File: config.mk
export PLATFORM = sky130hd
export DESIGN_NAME = crg_queue
export DESIGN_NICKNAME = d
export VERILOG_FILES = /design/src/rtl/core/crg_pkg.sv /design/src/rtl/core/crg_queue.sv
export SDC_FILE = /design/constraint.sdc
export NUM_CORES = 1
export LEC_CHECK = 0
export BUFFER_PORTS_ARGS = -buffer_cell sky130_fd_sc_hd__buf_2
export CAP_MARGIN = 20
export CELL_PAD_IN_SITES_DETAIL_PLACEMENT = 0
export CELL_PAD_IN_SITES_GLOBAL_PLACEMENT = 2
export CORE_UTILIZATION = 25
export DETAILED_ROUTE_END_ITERATION = 7
export PLACE_DENSITY_LB_ADDON = 0.1
export SYNTH_ARGS = -nofsm -noshare
export SYNTH_HDL_FRONTEND = slang
export SYNTH_SLANG_ARGS = --single-unit
File: constraint.sdc
create_clock -name clk -period 2.2 [get_ports clk]
set_input_delay 0.33 -clock clk [delete_from_list [all_inputs] [get_ports clk]]
set_output_delay 0.33 -clock clk [all_outputs]
set_load 0.01 [all_outputs]
File: src/rtl/core/crg_pkg.sv
package crg_pkg;

    // Page store geometry
    localparam int MAX_PAGES  = 1024;
    localparam int PAGE_BYTES = 4112;
    localparam int PAGE_W     = $clog2(MAX_PAGES);
    localparam int PB_W       = $clog2(PAGE_BYTES) + 1;
    localparam int PROD_W     = PAGE_W + PB_W;

    // Field widths
    localparam int SIZE_W    = 23;
    localparam int HI_W      = 64;
    localparam int MID_W     = 64;
    localparam int LO_W      = 32;
    localparam int DIG_W     = HI_W + MID_W + LO_W;
    localparam int CFG_W     = 64;
    localparam int CFG_IDX_W = 2;

    // Front-to-back queue
    localparam int QDEPTH = 4;
    localparam int QPTR_W = $clog2(QDEPTH);

    // Fragment count only needs to tell zero, one and more than one apart
    localparam int CNT_W = 2;
    localparam logic [CNT_W-1:0] CNT_MAX = '1;

    localparam logic [PAGE_W-1:0] LAST_IDX     = PAGE_W'(MAX_PAGES - 1);
    localparam logic [PB_W-1:0]   PAGE_BYTES_C = PB_W'(PAGE_BYTES);
    localparam logic [SIZE_W-1:0] SIZE_MAX     = '1;

    localparam logic KIND_FRAGMENT = 1'b0;
    localparam logic KIND_SUMMARY  = 1'b1;

    typedef enum logic [CFG_IDX_W-1:0] {
        REG_BLOCK_BYTES,
        REG_ZERO_HI,
        REG_ZERO_MID,
        REG_ZERO_LO
    } cfg_reg_t;

    typedef struct packed {
        logic [SIZE_W-1:0] block_bytes;
        logic [DIG_W-1:0]  zero_digest;   // {hi, mid, lo}
    } cfg_t;

    // Classified page, front to back
    typedef struct packed {
        logic              short_blk;
        logic              last_page;
        logic              changed;
        logic              is_zero;
        logic [PAGE_W-1:0] idx;
    } page_info_t;

    typedef struct packed {
        logic              kind;
        logic [PAGE_W-1:0] start_page;
        logic [SIZE_W-1:0] size_bytes;
        logic              holds_data;
        logic              full_store;
        logic              last;
    } result_t;

    typedef enum logic [1:0] {
        PH_FIRST,
        PH_TRIM,
        PH_SUM
    } phase_t;

    function automatic logic [SIZE_W-1:0] sat_size(input logic [PROD_W-1:0] v);
        return (v > PROD_W'(SIZE_MAX)) ? SIZE_MAX : SIZE_W'(v);
    endfunction

endpackage

File: src/rtl/core/crg_queue.sv
module crg_queue (
    input  logic                clk,
    input  logic                rst_n,
    input  logic                push_valid,
    output logic                push_ready,
    input  crg_pkg::page_info_t push_data,
    output logic                pop_valid,
    input  logic                pop_ready,
    output crg_pkg::page_info_t pop_data
);
    import crg_pkg::*;

    page_info_t        entries [QDEPTH];
    logic [QPTR_W-1:0] wr_ptr_reg, wr_ptr_next;
    logic [QPTR_W-1:0] rd_ptr_reg, rd_ptr_next;
    logic [QPTR_W:0]   count_reg, count_next;
    logic              do_push;
    logic              do_pop;

    assign push_ready = count_reg != (QPTR_W+1)'(QDEPTH);
    assign pop_valid  = count_reg != '0;
    assign pop_data   = entries[rd_ptr_reg];
    assign do_push    = push_valid && push_ready;
    assign do_pop     = pop_valid && pop_ready;

    always_comb
    begin
        wr_ptr_next = do_push ? wr_ptr_reg + QPTR_W'(1) : wr_ptr_reg;
        rd_ptr_next = do_pop ? rd_ptr_reg + QPTR_W'(1) : rd_ptr_reg;
        count_next  = count_reg;
        if (do_push && !do_pop)
        begin
            count_next = count_reg + (QPTR_W+1)'(1);
        end
        else if (do_pop && !do_push)
        begin
            count_next = count_reg - (QPTR_W+1)'(1);
        end
    end

    always_ff @(posedge clk or negedge rst_n)
    begin
        if (!rst_n)
        begin
            wr_ptr_reg <= '0;
            rd_ptr_reg <= '0;
            count_reg  <= '0;
        end
        else
        begin
            wr_ptr_reg <= wr_ptr_next;
            rd_ptr_reg <= rd_ptr_next;
            count_reg  <= count_next;
        end
    end

    always_ff @(posedge clk)
    begin
        if (do_push)
        begin
            entries[wr_ptr_reg] <= push_data;
        end
    end

endmodule

Yosys cells after proc, flatten, opt, wreduce, memory -nomap -nowiden
Memories as Yosys holds them, arrays and structs flattened. Cells that the tools add are included.

Bits in registers: 7. Bits in writable memories: 56. Input port bits: 18. Output and inout bits: 16. Word-level logic and storage cells: 21. Memories: 1.

$add $sub $neg: 4. Eq/ne operators: 1. Multiplexer cells: 4. Reductions and logical operators: 8.

Memory list: entries (words 4, width 14, rd ports 1, clocked after memory_dff 0, write ports 1, RTL line crg_queue.sv:13) `page_info_t entries [QDEPTH];`.

Operators by type and width (count): 3-bit 2-to-1 mux (2); 2-bit by 1-bit adder with 2-bit output, second input constant (2); 1-bit logical AND (4); 3-bit by 1-bit adder with 3-bit output, second input constant (1); 3-bit inequality test, second input constant (1); 3-bit nonzero test (1); 3-bit by 1-bit subtractor with 3-bit output, second input constant (1); 1-bit zero test (2); 1-bit 2-to-1 mux (2); 2-bit nonzero test (1).

Logic depth before layout (Yosys ltp)
Depth after elaboration: 6. Depth in mapped cells: 8. Mapped depth without buffers: 8.

Worst setup path before layout
OpenSTA, ideal clock, no wires.

Path kind: register to register. From: register count_reg[2]. To: register count_reg[2]. Library setup time: 0.079 ns. Arrival time: 1.895 ns. Data required time: 2.121 ns. Setup slack: 0.226 ns. Cell stages (with the launch flop): 9. Buffers on the path: 0. Period minus slack after synthesis: 1.974 ns. Path through: dfrtp_1 or3_4 nand2_1 ha_1 inv_1 fa_1 xor2_1 nor2_1 xor2_1.

Word-level cells in the longest chain between the ends: 5. Elaborated cells between the ends (all ways): 13. Those cells by class: 2 x add/sub; 1 x eq/ne; 2 x mux; 8 x reduce/logical.

Ends and longest elaborated chain: start, declared (RTL line crg_queue.sv:16) `logic [QPTR_W:0] count_reg, count_next;`; start signal, assigned (RTL line crg_queue.sv:53) `count_reg <= count_next;`; 3-bit nonzero test * (RTL line crg_queue.sv:21) `assign pop_valid = count_reg != '0;`; net pop_valid (RTL line crg_queue.sv:7) `output logic pop_valid,`; 1-bit logical AND * (RTL line crg_queue.sv:24) `assign do_pop = pop_valid && pop_ready;`; 1-bit zero test (RTL line crg_queue.sv:31) `if (do_push && !do_pop)`; 1-bit logical AND (RTL line crg_queue.sv:31); 3-bit 2-to-1 mux / 2-bit nonzero test (equally long branches).

Mark *: on every way through the listed nets, which the timed path passes. The rest lies on a longest branch. The select of a mux whose other input is x is not followed. A chain may end at the register's enable or synchronous reset.

Final worst setup path
From: register count_reg[0]. To: register count_reg[2].

Word-level cells in the longest chain between the ends: 5. Elaborated cells between the ends (all ways): 13. Those cells by class: 2 x add/sub; 1 x eq/ne; 2 x mux; 8 x reduce/logical.

Ends and longest elaborated chain: parallel branches: the longest is 5 deep, another holds 3-bit by 1-bit subtractor with 3-bit output.

Parallel ways; which one is timed is not known. The select of a mux whose other input is x is not followed.

==> run summary <==
H-tree level count - 3
Lkg Pwr - 1.13 nW
Initial antenna violation count - 0
CTS tree - yes
First-pass GRT wire length - 7300 µm
WL per Instance - 15.4 µm
Final nets - 188
Clock-pin slew on the worst setup and hold paths - 0.07 ns
Num rows - 35
Routability Congestion - 0.728
Relative slew slack - 73.8%
Clock network power share - 25.8%
Fin. Hold Viols - 0
Setup TNS - 0 ns
Most used DFF post-synth - edfxtp_1
Layout area overhead - 25.2%
FF+latch count, synth - 63
Total wire length - 4590 µm
Asr flop ratio synth - 11.1%
Clk sinks - 63
Worst ir drop on vdd - 0.479 mV
Worst EP required - 2.45 ns
DRC viols - 0
Layout cells sized above 1 - 46.2%
Minimum clock period - 2.07 ns
Fin crit share - 94.1%
Clock Tree Root - clkbuf_8
Num CTS Buffers - 9
Largest cells by area after synthesis - edfxtp_1 (68%), mux4_2 (7.3%), dfrtp_1 (7.1%)
Die width - 101 µm
Post-DP HPWL - 3180 µm
Startpoint types - flip-flop
Post-synth EDFFs - 56
Critical path fanouts, max - 4
Commonest cells post-synth - edfxtp_1 (56), mux4_2 (8), dfrtp_1 (7)
Pwr per Cell Area - 1320 mW/mm²
DRT iter0 DRCs - 15
Setup violators final - 0
RSZ-0062 raised after global routing - no
Final Util - 32.8%
Comb pwr share - 31.8%
Crit path kind - flip-flop to flip-flop
Slew Viols, Final - 0
Max cap viols - 0
Outcome - finished, final reports clean
IO buf count - 33
Starting Density - 26.2%
Core area - 0.00942 mm²
CP arrival - 2.32 ns
Setup crit end kind - flip-flop
Via/cell ratio - 3.98
GRT Util Overall - 10.3%
Total gr overflow - 0
Class of the worst hold path - input pin to flip-flop
Final Skew - 0.00643 ns
# diodes - 0
Register area share after synthesis - 75.3%
Post-Syn Area - 0.00247 mm²
Antenna-violating nets left - 0
Fmax - 483 MHz
Synthesized area per cell - 22.8 µm²
Final Total Pwr - 4.07 mW
Synth unique cells - 19
Worst skew pair latency - 0.33 ns
Clock buffer depth - 2
Pre-antenna DRT Iters - 4
Layout Cells excl Fill - 298
Sw frac - 29.1%
I/O pin total - 34
Sw Pwr - 1.18 mW
Count leader, synth - edfxtp_1
Cell internal pwr - 2.89 mW
Top-area cell type share of the netlist area - 68.2%
Die Y - 101 µm
Yosys top cell by area - edfxtp_1
Die Area - 0.0103 mm²
Syn Inst Count - 108
Syn Nets - 132
Max reg flops - 56
Via count - 1,186
Vias in the first global route - 1,348
Worst-margin pin slew - 0.392 ns
Pin count of the biggest net entering global routing - 12
# placed instances - 279
YS warnings - 0
Reg power frac - 42.4%
==> layout make-up <==
class	count	area (µm²)
clock buffer	9	124
clock inverter	7	87.6
fill	928	6330
inverter	3	11.3
multi-input combinational	39	566
sequential	63	1860
tap	129	161
timing repair buffer	48	280
==> per-layer routing <==
metal	global-route usage [%]	wire length, µm	vias up	share of wire [%]
li1	-	-	546	-
met1	11.3	1950	601	42
met2	17.3	2350	31	51
met3	3.80	214	8	4.7
met4	5.69	73	0	1.6
met5	0	0	-	0
==> what timing repair did <==
action | CTS | global route
endpoints found under the setup margin | 0 | 1
buffers inserted | 0 | 2
endpoints found under the hold margin | 7 | 0
hold buffers | 1 | 0
gates resized for setup | 0 | 3
==> critical path, cell delays in order (launching register included) <==
cell and delay (ns):
dfrtp_2 0.43, or3_4 0.38, nand2_1 0.11, ha_2 0.20, inv_1 0.05, fa_1 0.38
xor2_1 0.15, nor2_1 0.11, xor2_1 0.16
==> cell families (layout without fill, tap and decap cells) <==
family / count (synthesis) / after routing / synth area share [%]
AND/OR/NAND/NOR: 10 / 10 / 2.28
XOR/XNOR: 6 / 6 / 2.13
buffers and inverters: 6 / 67 / 1.93
flip-flops: 63 / 63 / 75.3
adder cells (fa/ha/maj): 6 / 6 / 3.35
multiplexers: 16 / 16 / 14.6
AO/OA/AOI/OAI: 1 / 1 / 0.456
==> path summary, 6_finish.rpt <==
kind                                                from                   endpoint  slack [ns]  cells past startpoint
worst max-delay path            count_reg[0]$_DFFE_PN0P_   count_reg[2]$_DFFE_PN0P_        0.13                      8
worst min-delay path                        push_data[3]    entries[0][3]$_DFFE_PP_        0.21                      1
worst max register to register  count_reg[0]$_DFFE_PN0P_   count_reg[2]$_DFFE_PN0P_        0.13                      8
worst min register to register  count_reg[0]$_DFFE_PN0P_   count_reg[0]$_DFFE_PN0P_        0.52                      1
max in group asynchronous                          rst_n   count_reg[0]$_DFFE_PN0P_        1.67                      2
min in group asynchronous                          rst_n  rd_ptr_reg[0]$_DFFE_PN0P_        0.36                      2
==> power by group through the flow <==
stage | Sequential, mW | Combinational (mW) | Clock (mW)
6_report | 1.73 | 1.29 | 1.05
5_1_grt | 1.76 | 1.44 | 1.14
4_1_cts | 1.74 | 1.30 | 1.09
3_5_place_dp | 1.77 | 1.29 | 0
3_3_place_gp | 1.75 | 1.28 | 0
2_1_floorplan | 1.71 | 0.855 | 0
==> cells in the final DEF (no fill, tap or decap), types with 2 or more instances in the layout <==
master      n
clkinv_2    4
mux4_1      6
xor2_1      2
and2_1      4
buf_4      14
mux2_2      2
inv_1       3
bufinv_16   2
dfrtp_1     5
nand2_1     2
nor2_1      2
xnor2_1     4
edfxtp_1   56
mux4_2      8
clkbuf_8    9
buf_2      33
dfrtp_2     2
ha_1        4
==> stage by stage <==
stage	instance area [µm²]	worst slack (ns)	hold WS [ns]
after global placement	2850	0.190	0.181
after CTS	3070	0.0715	0.188
after floorplan	2470	0.226	0.0344
final	3090	0.131	0.207
after global routing	3090	0.000660	0.193
after detailed placement	2850	0.0859	0.183
Note: power is estimated with default switching activity, not from simulation.
