===== src/rtl/core/crg_pkg.sv =====
package crg_pkg;

    // Page store geometry
    localparam int MAX_PAGES  = 1024;
    localparam int PAGE_BYTES = 4112;
    localparam int PAGE_W     = $clog2(MAX_PAGES);
    localparam int PB_W       = $clog2(PAGE_BYTES) + 1;
    localparam int PROD_W     = PAGE_W + PB_W;

    // Field widths
    localparam int SIZE_W    = 23;
    localparam int HI_W      = 64;
    localparam int MID_W     = 64;
    localparam int LO_W      = 32;
    localparam int DIG_W     = HI_W + MID_W + LO_W;
    localparam int CFG_W     = 64;
    localparam int CFG_IDX_W = 2;

    // Front-to-back queue
    localparam int QDEPTH = 4;
    localparam int QPTR_W = $clog2(QDEPTH);

    // Fragment count only needs to tell zero, one and more than one apart
    localparam int CNT_W = 2;
    localparam logic [CNT_W-1:0] CNT_MAX = '1;

    localparam logic [PAGE_W-1:0] LAST_IDX     = PAGE_W'(MAX_PAGES - 1);
    localparam logic [PB_W-1:0]   PAGE_BYTES_C = PB_W'(PAGE_BYTES);
    localparam logic [SIZE_W-1:0] SIZE_MAX     = '1;

    localparam logic KIND_FRAGMENT = 1'b0;
    localparam logic KIND_SUMMARY  = 1'b1;

    typedef enum logic [CFG_IDX_W-1:0] {
        REG_BLOCK_BYTES,
        REG_ZERO_HI,
        REG_ZERO_MID,
        REG_ZERO_LO
    } cfg_reg_t;

    typedef struct packed {
        logic [SIZE_W-1:0] block_bytes;
        logic [DIG_W-1:0]  zero_digest;   // {hi, mid, lo}
    } cfg_t;

    // Classified page, front to back
    typedef struct packed {
        logic              short_blk;
        logic              last_page;
        logic              changed;
        logic              is_zero;
        logic [PAGE_W-1:0] idx;
    } page_info_t;

    typedef struct packed {
        logic              kind;
        logic [PAGE_W-1:0] start_page;
        logic [SIZE_W-1:0] size_bytes;
        logic              holds_data;
        logic              full_store;
        logic              last;
    } result_t;

    typedef enum logic [1:0] {
        PH_FIRST,
        PH_TRIM,
        PH_SUM
    } phase_t;

    function automatic logic [SIZE_W-1:0] sat_size(input logic [PROD_W-1:0] v);
        return (v > PROD_W'(SIZE_MAX)) ? SIZE_MAX : SIZE_W'(v);
    endfunction

endpackage


===== src/rtl/core/crg_back.sv =====
module crg_back (
    input  logic                       clk,
    input  logic                       rst_n,
    input  logic [crg_pkg::SIZE_W-1:0] block_bytes,
    input  logic                       q_valid,
    output logic                       q_ready,
    input  crg_pkg::page_info_t        q_data,
    output logic                       out_valid,
    input  logic                       out_ready,
    output crg_pkg::result_t           out_data
);
    import crg_pkg::*;

    phase_t            phase_reg, phase_next;
    logic              run_active_reg, run_active_next;
    logic [PAGE_W-1:0] run_start_reg, run_start_next;
    logic              run_zero_reg, run_zero_next;
    logic [CNT_W-1:0]  cnt_reg, cnt_next;
    logic              first_full_reg, first_full_next;
    logic              out_valid_reg, out_valid_next;
    result_t           out_data_reg;

    logic              slot_free;
    logic              mid_emit;
    logic              fs_now;
    logic [PROD_W-1:0] off;
    logic [SIZE_W-1:0] mid_size;
    logic [SIZE_W-1:0] trim_size;

    result_t           res_c;
    logic              need_slot;
    logic              pop;
    logic              frag;
    logic [SIZE_W-1:0] frag_sz;
    logic              clear_pass;
    logic              take_run;
    logic              step;

    assign slot_free = !out_valid_reg || out_ready;

    // A running fragment closes on an unchanged page or on a kind switch
    assign mid_emit = !q_data.short_blk && run_active_reg &&
                      (!q_data.changed || (q_data.is_zero != run_zero_reg));
    assign fs_now   = (cnt_reg == CNT_W'(1)) && first_full_reg;

    assign mid_size  = sat_size(PROD_W'(q_data.idx - run_start_reg) * PROD_W'(PAGE_BYTES_C));
    assign off       = PROD_W'(run_start_reg) * PROD_W'(PAGE_BYTES_C);
    assign trim_size = (PROD_W'(block_bytes) > off) ?
                       sat_size(PROD_W'(block_bytes) - off) : '0;

    // action decode
    always_comb
    begin
        res_c      = '0;
        need_slot  = 1'b0;
        pop        = 1'b0;
        frag       = 1'b0;
        frag_sz    = '0;
        clear_pass = 1'b0;
        take_run   = 1'b0;
        unique case (phase_reg)
            PH_FIRST:
            begin
                if (q_data.short_blk)
                begin
                    if (q_data.last_page)
                    begin
                        need_slot        = 1'b1;
                        res_c.kind       = KIND_SUMMARY;
                        res_c.full_store = 1'b1;
                        res_c.last       = 1'b1;
                    end
                    pop = 1'b1;
                end
                else
                begin
                    take_run = 1'b1;
                    if (mid_emit)
                    begin
                        need_slot        = 1'b1;
                        frag             = 1'b1;
                        frag_sz          = mid_size;
                        res_c.kind       = KIND_FRAGMENT;
                        res_c.start_page = run_start_reg;
                        res_c.size_bytes = mid_size;
                        res_c.holds_data = !run_zero_reg;
                        res_c.last       = !q_data.last_page;
                    end
                    pop = !q_data.last_page;
                end
            end
            PH_TRIM:
            begin
                need_slot = 1'b1;
                if (run_active_reg)
                begin
                    frag             = 1'b1;
                    frag_sz          = trim_size;
                    res_c.kind       = KIND_FRAGMENT;
                    res_c.start_page = run_start_reg;
                    res_c.size_bytes = trim_size;
                    res_c.holds_data = !run_zero_reg;
                end
                else
                begin
                    res_c.kind       = KIND_SUMMARY;
                    res_c.full_store = fs_now;
                    res_c.last       = 1'b1;
                    pop              = 1'b1;
                    clear_pass       = 1'b1;
                end
            end
            PH_SUM:
            begin
                need_slot        = 1'b1;
                res_c.kind       = KIND_SUMMARY;
                res_c.full_store = fs_now;
                res_c.last       = 1'b1;
                pop              = 1'b1;
                clear_pass       = 1'b1;
            end
            default:
            begin
            end
        endcase
        step = q_valid && (!need_slot || slot_free);
    end

    assign q_ready = pop && step;

    // next phase
    always_comb
    begin
        phase_next = phase_reg;
        if (step)
        begin
            unique case (phase_reg)
                PH_FIRST:
                begin
                    if (!q_data.short_blk && q_data.last_page)
                    begin
                        phase_next = PH_TRIM;
                    end
                end
                PH_TRIM:
                begin
                    phase_next = run_active_reg ? PH_SUM : PH_FIRST;
                end
                PH_SUM:
                begin
                    phase_next = PH_FIRST;
                end
                default:
                begin
                    phase_next = PH_FIRST;
                end
            endcase
        end
    end

    // run and pass state
    always_comb
    begin
        run_active_next = run_active_reg;
        run_start_next  = run_start_reg;
        run_zero_next   = run_zero_reg;
        cnt_next        = cnt_reg;
        first_full_next = first_full_reg;
        out_valid_next  = out_valid_reg;
        if (out_ready)
        begin
            out_valid_next = 1'b0;
        end
        if (step)
        begin
            if (need_slot)
            begin
                out_valid_next = 1'b1;
            end
            if (take_run)
            begin
                run_active_next = q_data.changed;
                if (q_data.changed && (!run_active_reg || (q_data.is_zero != run_zero_reg)))
                begin
                    run_start_next = q_data.idx;
                    run_zero_next  = q_data.is_zero;
                end
            end
            if (frag)
            begin
                if (cnt_reg == '0)
                begin
                    first_full_next = frag_sz == block_bytes;
                end
                if (cnt_reg != CNT_MAX)
                begin
                    cnt_next = cnt_reg + CNT_W'(1);
                end
            end
            if (clear_pass)
            begin
                run_active_next = 1'b0;
                run_start_next  = '0;
                run_zero_next   = 1'b0;
                cnt_next        = '0;
                first_full_next = 1'b0;
            end
        end
    end

    always_ff @(posedge clk or negedge rst_n)
    begin
        if (!rst_n)
        begin
            phase_reg      <= PH_FIRST;
            run_active_reg <= 1'b0;
            run_start_reg  <= '0;
            run_zero_reg   <= 1'b0;
            cnt_reg        <= '0;
            first_full_reg <= 1'b0;
            out_valid_reg  <= 1'b0;
        end
        else
        begin
            phase_reg      <= phase_next;
            run_active_reg <= run_active_next;
            run_start_reg  <= run_start_next;
            run_zero_reg   <= run_zero_next;
            cnt_reg        <= cnt_next;
            first_full_reg <= first_full_next;
            out_valid_reg  <= out_valid_next;
        end
    end

    always_ff @(posedge clk)
    begin
        if (step && need_slot)
        begin
            out_data_reg <= res_c;
        end
    end

    assign out_valid = out_valid_reg;
    assign out_data  = out_data_reg;

endmodule


===== config.mk =====
export PLATFORM = sky130hd
export DESIGN_NAME = crg_back
export DESIGN_NICKNAME = d
export VERILOG_FILES = /design/src/rtl/core/crg_pkg.sv /design/src/rtl/core/crg_back.sv
export SDC_FILE = /design/constraint.sdc
export NUM_CORES = 1
export LEC_CHECK = 0
export BUFFER_PORTS_ARGS = -buffer_cell sky130_fd_sc_hd__buf_2
export CAP_MARGIN = 40
export CORE_AREA = 2 2 153 155
export CTS_BUF_LIST = sky130_fd_sc_hd__clkbuf_16
export DETAILED_ROUTE_END_ITERATION = 6
export DIE_AREA = 0 0 155 157
export PLACE_DENSITY_LB_ADDON = 0.2
export SETUP_SLACK_MARGIN = 0.05
export SLEW_MARGIN = 10
export SYNTH_ARGS = -nofsm -noshare
export SYNTH_HDL_FRONTEND = slang
export SYNTH_SLANG_ARGS = --single-unit
export TNS_END_PERCENT = 10

===== constraint.sdc =====
create_clock -name clk -period 5.95 [get_ports clk]
set_clock_uncertainty 0.15 [all_clocks]
set_input_delay 0.2975 -clock clk [delete_from_list [all_inputs] [get_ports clk]]
set_output_delay 0.2975 -clock clk [all_outputs]
set_load 0.02 [all_outputs]

=== Yosys cells after proc, flatten, opt, wreduce, memory -nomap -nowiden ===
Cells that the tools add are included.
W data, S select, Z words.

* Bits in registers: 55
* Bits in latches: 0
* RAM bits: 0
* ROM bits: 0
* Input port bits: 41
* Output and inout bits: 39
* Word-level logic and storage cells: 112
* Memories kept: 0

* Add/sub/neg operators: 3
* Multiply operators: 2
* Div/mod/pow operators: 0
* $lt $le $gt $ge: 3
* Eq/ne operators: 7
* Shift-type cells: 0
* Multiplexer cells: 52
* Bitwise operators: 0
* Reduce and logical (&&, ||, !) cells: 32

{| class="wikitable"
|+ Operator list
! cell !! count
|-
| $mux W23 || 6
|-
| $mux W34 || 3
|-
| $pmux W34 S2 || 1
|-
| $gt A24 B23 Y1 const B || 2
|-
| $pmux W23 S2 || 1
|-
| $mux W10 || 3
|-
| $mul A24 B9 Y20 const B || 1
|-
| $mux W1 || 24
|-
| $sub A23 B23 Y24 || 1
|-
| $eq A23 B23 Y1 || 1
|-
| $gt A23 B23 Y1 || 1
|-
| $mul A10 B9 Y19 const B || 1
|-
| $mux W2 || 7
|-
| $sub A10 B10 Y11 || 1
|-
| $reduce_bool A2 Y1 || 5
|-
| $reduce_and A3 Y1 || 3
|-
| $logic_and A1 B1 Y1 || 8
|-
| $logic_not A1 Y1 || 7
|-
| $pmux W1 S2 || 3
|-
| $pmux W1 S3 || 2
|-
| $pmux W2 S3 || 1
|-
| $eq A2 B1 Y1 const B || 2
|-
| $logic_not A2 Y1 || 2
|-
| $logic_or A1 B1 Y1 || 4
|-
| 7 further kinds || 9
|}

=== Depth between registers and ports, before layout ===
* Word-level depth: 11
* Mapped depth: 26
* Mapped depth without buffers: 25

=== Least setup slack after synthesis ===
OpenSTA, ideal clock, no wires.

* Path kind: register -> register
* From: register run_start_reg[0]
* To: register first_full_reg
* Library setup time: 0.092 ns
* Arrival: 4.907 ns
* Required time: 5.708 ns
* Setup slack: 0.802 ns
* Cell stages (with the launch flop): 23
* Buffers on the path: 0
* Period minus slack after synthesis: 5.148 ns
* Cell sequence: dfrtp_1 -> ha_1 -> inv_1 -> fa_1 -> a211oi_1 -> o21bai_1 -> a21oi_1 -> o21bai_1 -> a21oi_1 -> xnor2_1 -> ha_1 -> inv_1 -> fa_1 -> inv_1 -> ha_1 -> o21ai_1 -> a221oi_1 -> o22ai_1 -> xnor2_1 -> o21ai_0 -> o211a_1 -> or4_4 -> o31ai_2

* Cells in the longest elaborated chain, start to end: 11
* Elaborated cells on any way between the ends: 18
* Those cells by class: add/sub: 2; mul: 2; order compare: 3; eq/ne: 1; mux: 10

{| class="wikitable"
|+ RTL lines
! what !! line !! text
|-
| start: declaration || crg_back.sv:16 || <nowiki>logic [PAGE_W-1:0] run_start_reg, run_start_next;</nowiki>
|-
| start signal: assignment || crg_back.sv:227 || <nowiki>run_start_reg <= run_start_next;</nowiki>
|-
| $sub A10 B10 Y11 / $mul A10 B9 Y19 (equally long branches) || crg_back.sv:46, crg_back.sv:47 ||
|-
| $mul A24 B9 Y20 / $sub A23 B23 Y24 (equally long branches) || crg_back.sv:46, crg_back.sv:49 ||
|-
| $gt A24 B23 Y1 || crg_pkg.sv:71 || <nowiki>return (v > PROD_W'(SIZE_MAX)) ? SIZE_MAX : SIZE_W'(v);</nowiki>
|-
| $mux W23 || crg_pkg.sv:71 ||
|-
| $mux W23 (on tied branches) || crg_back.sv:78, crg_back.sv:48 ||
|-
| $mux W23 (on tied branches) || crg_back.sv:64, crg_back.sv:95 ||
|-
| $pmux W23 S2 (*) || crg_back.sv:61 || <nowiki>unique case (phase_reg)</nowiki>
|-
| $eq A23 B23 Y1 (*) || crg_back.sv:193 || <nowiki>first_full_next = frag_sz == block_bytes;</nowiki>
|-
| $mux W1 (*) || crg_back.sv:191 || <nowiki>if (cnt_reg == '0)</nowiki>
|-
| $mux W1 (*) || crg_back.sv:189 || <nowiki>if (frag)</nowiki>
|-
| $mux W1 (*) || crg_back.sv:200 || <nowiki>if (clear_pass)</nowiki>
|-
| end signal: assignment || crg_back.sv:230 || <nowiki>first_full_reg <= first_full_next;</nowiki>
|-
| end: declaration || crg_back.sv:19 || <nowiki>logic first_full_reg, first_full_next;</nowiki>
|}

Every way passes the cells marked *; elsewhere a longest branch is shown, timed or not. The select of a mux whose other input is x is not followed.
A chain may end at the register's enable or synchronous reset.

=== Worst setup path in the final report ===
* From: register run_start_reg[0]
* To: register first_full_reg

* Cells in the longest elaborated chain, start to end: 11
* Elaborated cells on any way between the ends: 18
* Those cells by class: add/sub: 2; mul: 2; order compare: 3; eq/ne: 1; mux: 10

{| class="wikitable"
|+ RTL lines
! what !! line !! text
|-
| $sub A10 B10 Y11 / $mul A10 B9 Y19 (equally long branches) || crg_back.sv:46, crg_back.sv:47 ||
|-
| $mul A24 B9 Y20 / $sub A23 B23 Y24 (equally long branches) || crg_back.sv:46, crg_back.sv:49 ||
|-
| $gt A24 B23 Y1 || crg_pkg.sv:71 ||
|-
| $mux W23 || crg_pkg.sv:71 ||
|-
| $mux W23 (on tied branches) || crg_back.sv:78, crg_back.sv:48 ||
|-
| $mux W23 (on tied branches) || crg_back.sv:64, crg_back.sv:95 ||
|-
| $pmux W23 S2 (*) || crg_back.sv:61 ||
|-
| named net frag_sz[16] || crg_back.sv:34 || <nowiki>logic [SIZE_W-1:0] frag_sz;</nowiki>
|-
| $eq A23 B23 Y1 (*) || crg_back.sv:193 ||
|-
| $mux W1 (*) || crg_back.sv:191 ||
|-
| $mux W1 (*) || crg_back.sv:189 ||
|-
| $mux W1 (*) || crg_back.sv:200 ||
|}

The timed path passes the listed nets; every way through them passes the cells marked *. The select of a mux whose other input is x is not followed.

==> run metrics <==
WP data required=6020 ps; clock root buffer master=clkbuf_16; Synth Area in Simple Gates=17.0%; clock latency reported for the late side of the worst-skew pair=300 ps; vias per std cell=5.17; layout cell share with drive strength beyond 1=17.5%; Nets=835; predominant post-synthesis flop cell=edfxtp_1; top cells by area, synth=edfxtp_1, ha_1, dfrtp_1; YS warnings=0; DP HPWL=15.9 mm; Place WS=181 ps; # DRC=0; first-pass GRT wire length=~30 mm; initial core utilization=24.8%; Pre-antenna DRT Iters=5; die span in y=157 um; Final setup viols=0; die area=about 24,000 sq um; Hold Path Class=in -> reg; drt wl/cell=19.5 um; status=finished, final reports clean; routability cong.=0.849; TritonCTS clock tree=done; slew margin rel.=50.4%; CP startpoint kind=register; Post-synth ARST share=32.7%; Post-Synthesis Cells=between 600 and 700; Total GRT Usage=16.3%; DR vias=between 5,000 and 6,000; worst endpoint data arrival time=~5600 ps; largest family of logic cells by synthesized area=compound AO/OA/AOI/OAI gates; core area=22,500 sq um; pin count of the biggest net entering global routing=26; row cnt=55; Worst path depth=26; placed insts=around 1,000; number of max-cap violations=0; Syn-to-layout area delta=17.4%; syn nets=around 750; Synth top area share=19.9%; crit path max-delay cell type=fa_1; f_max=181 MHz; CP top delay family=compound AO/OA/AOI/OAI gates; most frequent cells in the layout=buf_2, ha_1, o21ai_0; crit path time final=5520 ps; CP bufs+invs=5; critical path's largest stage delay=between 400 and 500 ps; compound-gate portion of the synthesized area=25.8%; Max Fanout on Critical Path=17; Max clock buf depth=2; Buffers on Ports=79; XOR/XNOR share of the synthesized area=under 10%; final worst slack=425 ps; initial DRC count=420; final wirelength=19.6 mm; vias in the first global route=between 5,000 and 6,000; Largest register FFs=37; period utilization=92.9%; Fin Setup TNS=0 ps; commonest non-fill, non-tap cell in the layout=buf_2; num ports=80; Mapped Area=around 5600 sq um; Routed Antenna Nets=0; Yosys reg bits=55; Post-Layout Cell Count=around 1,000; Clock Sinks=55; number of synthesized flops with an enable pin=37; Slew Viols, Final=0; Least-Margin Pin Slew=735 ps; CTS H-Tree Depth=2; mean area per synthesized cell=8.74 sq um; FILL cells=2,406; critical setup path kind=reg -> reg; Synth area leader=edfxtp_1; die width=155 um; CTS clk-pin slew, worst paths=80 ps; Num CTS Buffers=5; Synth cell types=between 70 and 80; Fin. Hold Viols=0; endpoint type of the worst setup path=register; worst reg-to-reg path cell count=26; RSZ-0062 raised after global routing=no; Min-Delay Path Depth=2; grt ovf=0; area share of fa/ha/maj cells after synthesis=~18%; sequential share of the synthesized area=28.0%; multiplexer share of the synthesized area=0%; initial antenna violation count=1
[cell usage after synthesis (5+ instances only)]
cell / instances
and2_1: 5
nor2b_1: 9
o21ai_1: 7
nand4_1: 7
nor3_1: 30
nand3_1: 26
o21bai_1: 8
a21o_1: 20
o211ai_1: 6
and3_1: 7
nor2_1: 35
nor4_1: 8
a211oi_1: 7
a31oi_1: 6
fa_1: 5
xor2_1: 16
inv_1: 47
edfxtp_1: 37
buf_2: 6
nand2_1: 42
a21oi_1: 28
ha_1: 70
clkbuf_1: 9
o21ai_0: 61
xnor2_1: 25
dfrtp_1: 18
nand2b_1: 7
o21a_1: 8
[cell type report]
class,count,area (sq um),share of cell area (%)
timing repair buffer,96,533,8.15
inverter,47,176,2.70
sequential,55,1560,23.9
antenna,1,2.50,0.0383
multi-input combinational,514,3750,57.3
clock inverter,3,37.5,0.574
tap,285,357,5.45
clock buffer,5,125,1.91
[through the flow]
stage               hold slack [ps]  instance area (sq um)  util (%)
floorplan                      -148                   5570         -
global placement                144                   6310      28.0
detailed placement              156                   6340      28.2
CTS                            23.4                   6510      28.9
global route                   48.2                   6540      29.0
finish                         32.1                   6540      29.1
[path summary, 6_finish.rpt]
| path | from | end | slack (ps) |
|---|---|---|---|
| min | out_ready | out_valid | 30 |
| max in group asynchronous | rst_n | run_start_reg[8] | 4960 |
| max | run_start_reg[0] | first_full_reg | 430 |
| min reg2reg | cnt_reg[1] | cnt_reg[1] | 400 |
| max reg2reg | run_start_reg[0] | first_full_reg | 430 |
| min in group asynchronous | rst_n | cnt_reg[0] | 340 |
[cell families (layout without fill, tap and decap cells)]
| group | count (synthesis) | in the layout |
|---|---|---|
| AND/OR/NAND/NOR | 190 | 190 |
| flip-flops | 55 | 55 |
| XOR/XNOR | 41 | 41 |
| buffers and inverters | 68 | 151 |
| adder cells (fa/ha/maj) | 75 | 75 |
| other | 0 | 1 |
| AO/OA/AOI/OAI | 208 | 208 |
[timing repair]
action / in CTS / in global routing
buffers inserted: 0 / 0
gates resized for setup: 0 / 6
hold buffers: 1 / 0
endpoints found under the setup margin: 0 / 1
endpoints found under the hold margin: 18 / 0
[metal layers]
metal	GRT usage, %	vias up	wire [um]
met5	0	-	0
met4	4.06	0	297
met3	3.22	16	1150
met2	25.5	150	8820
met1	22.9	2498	9320
li1	-	2542	-
Power is left out: the tool's default activity adds up to more than one toggle a clock period on the data nets, which glitch-free logic cannot reach.
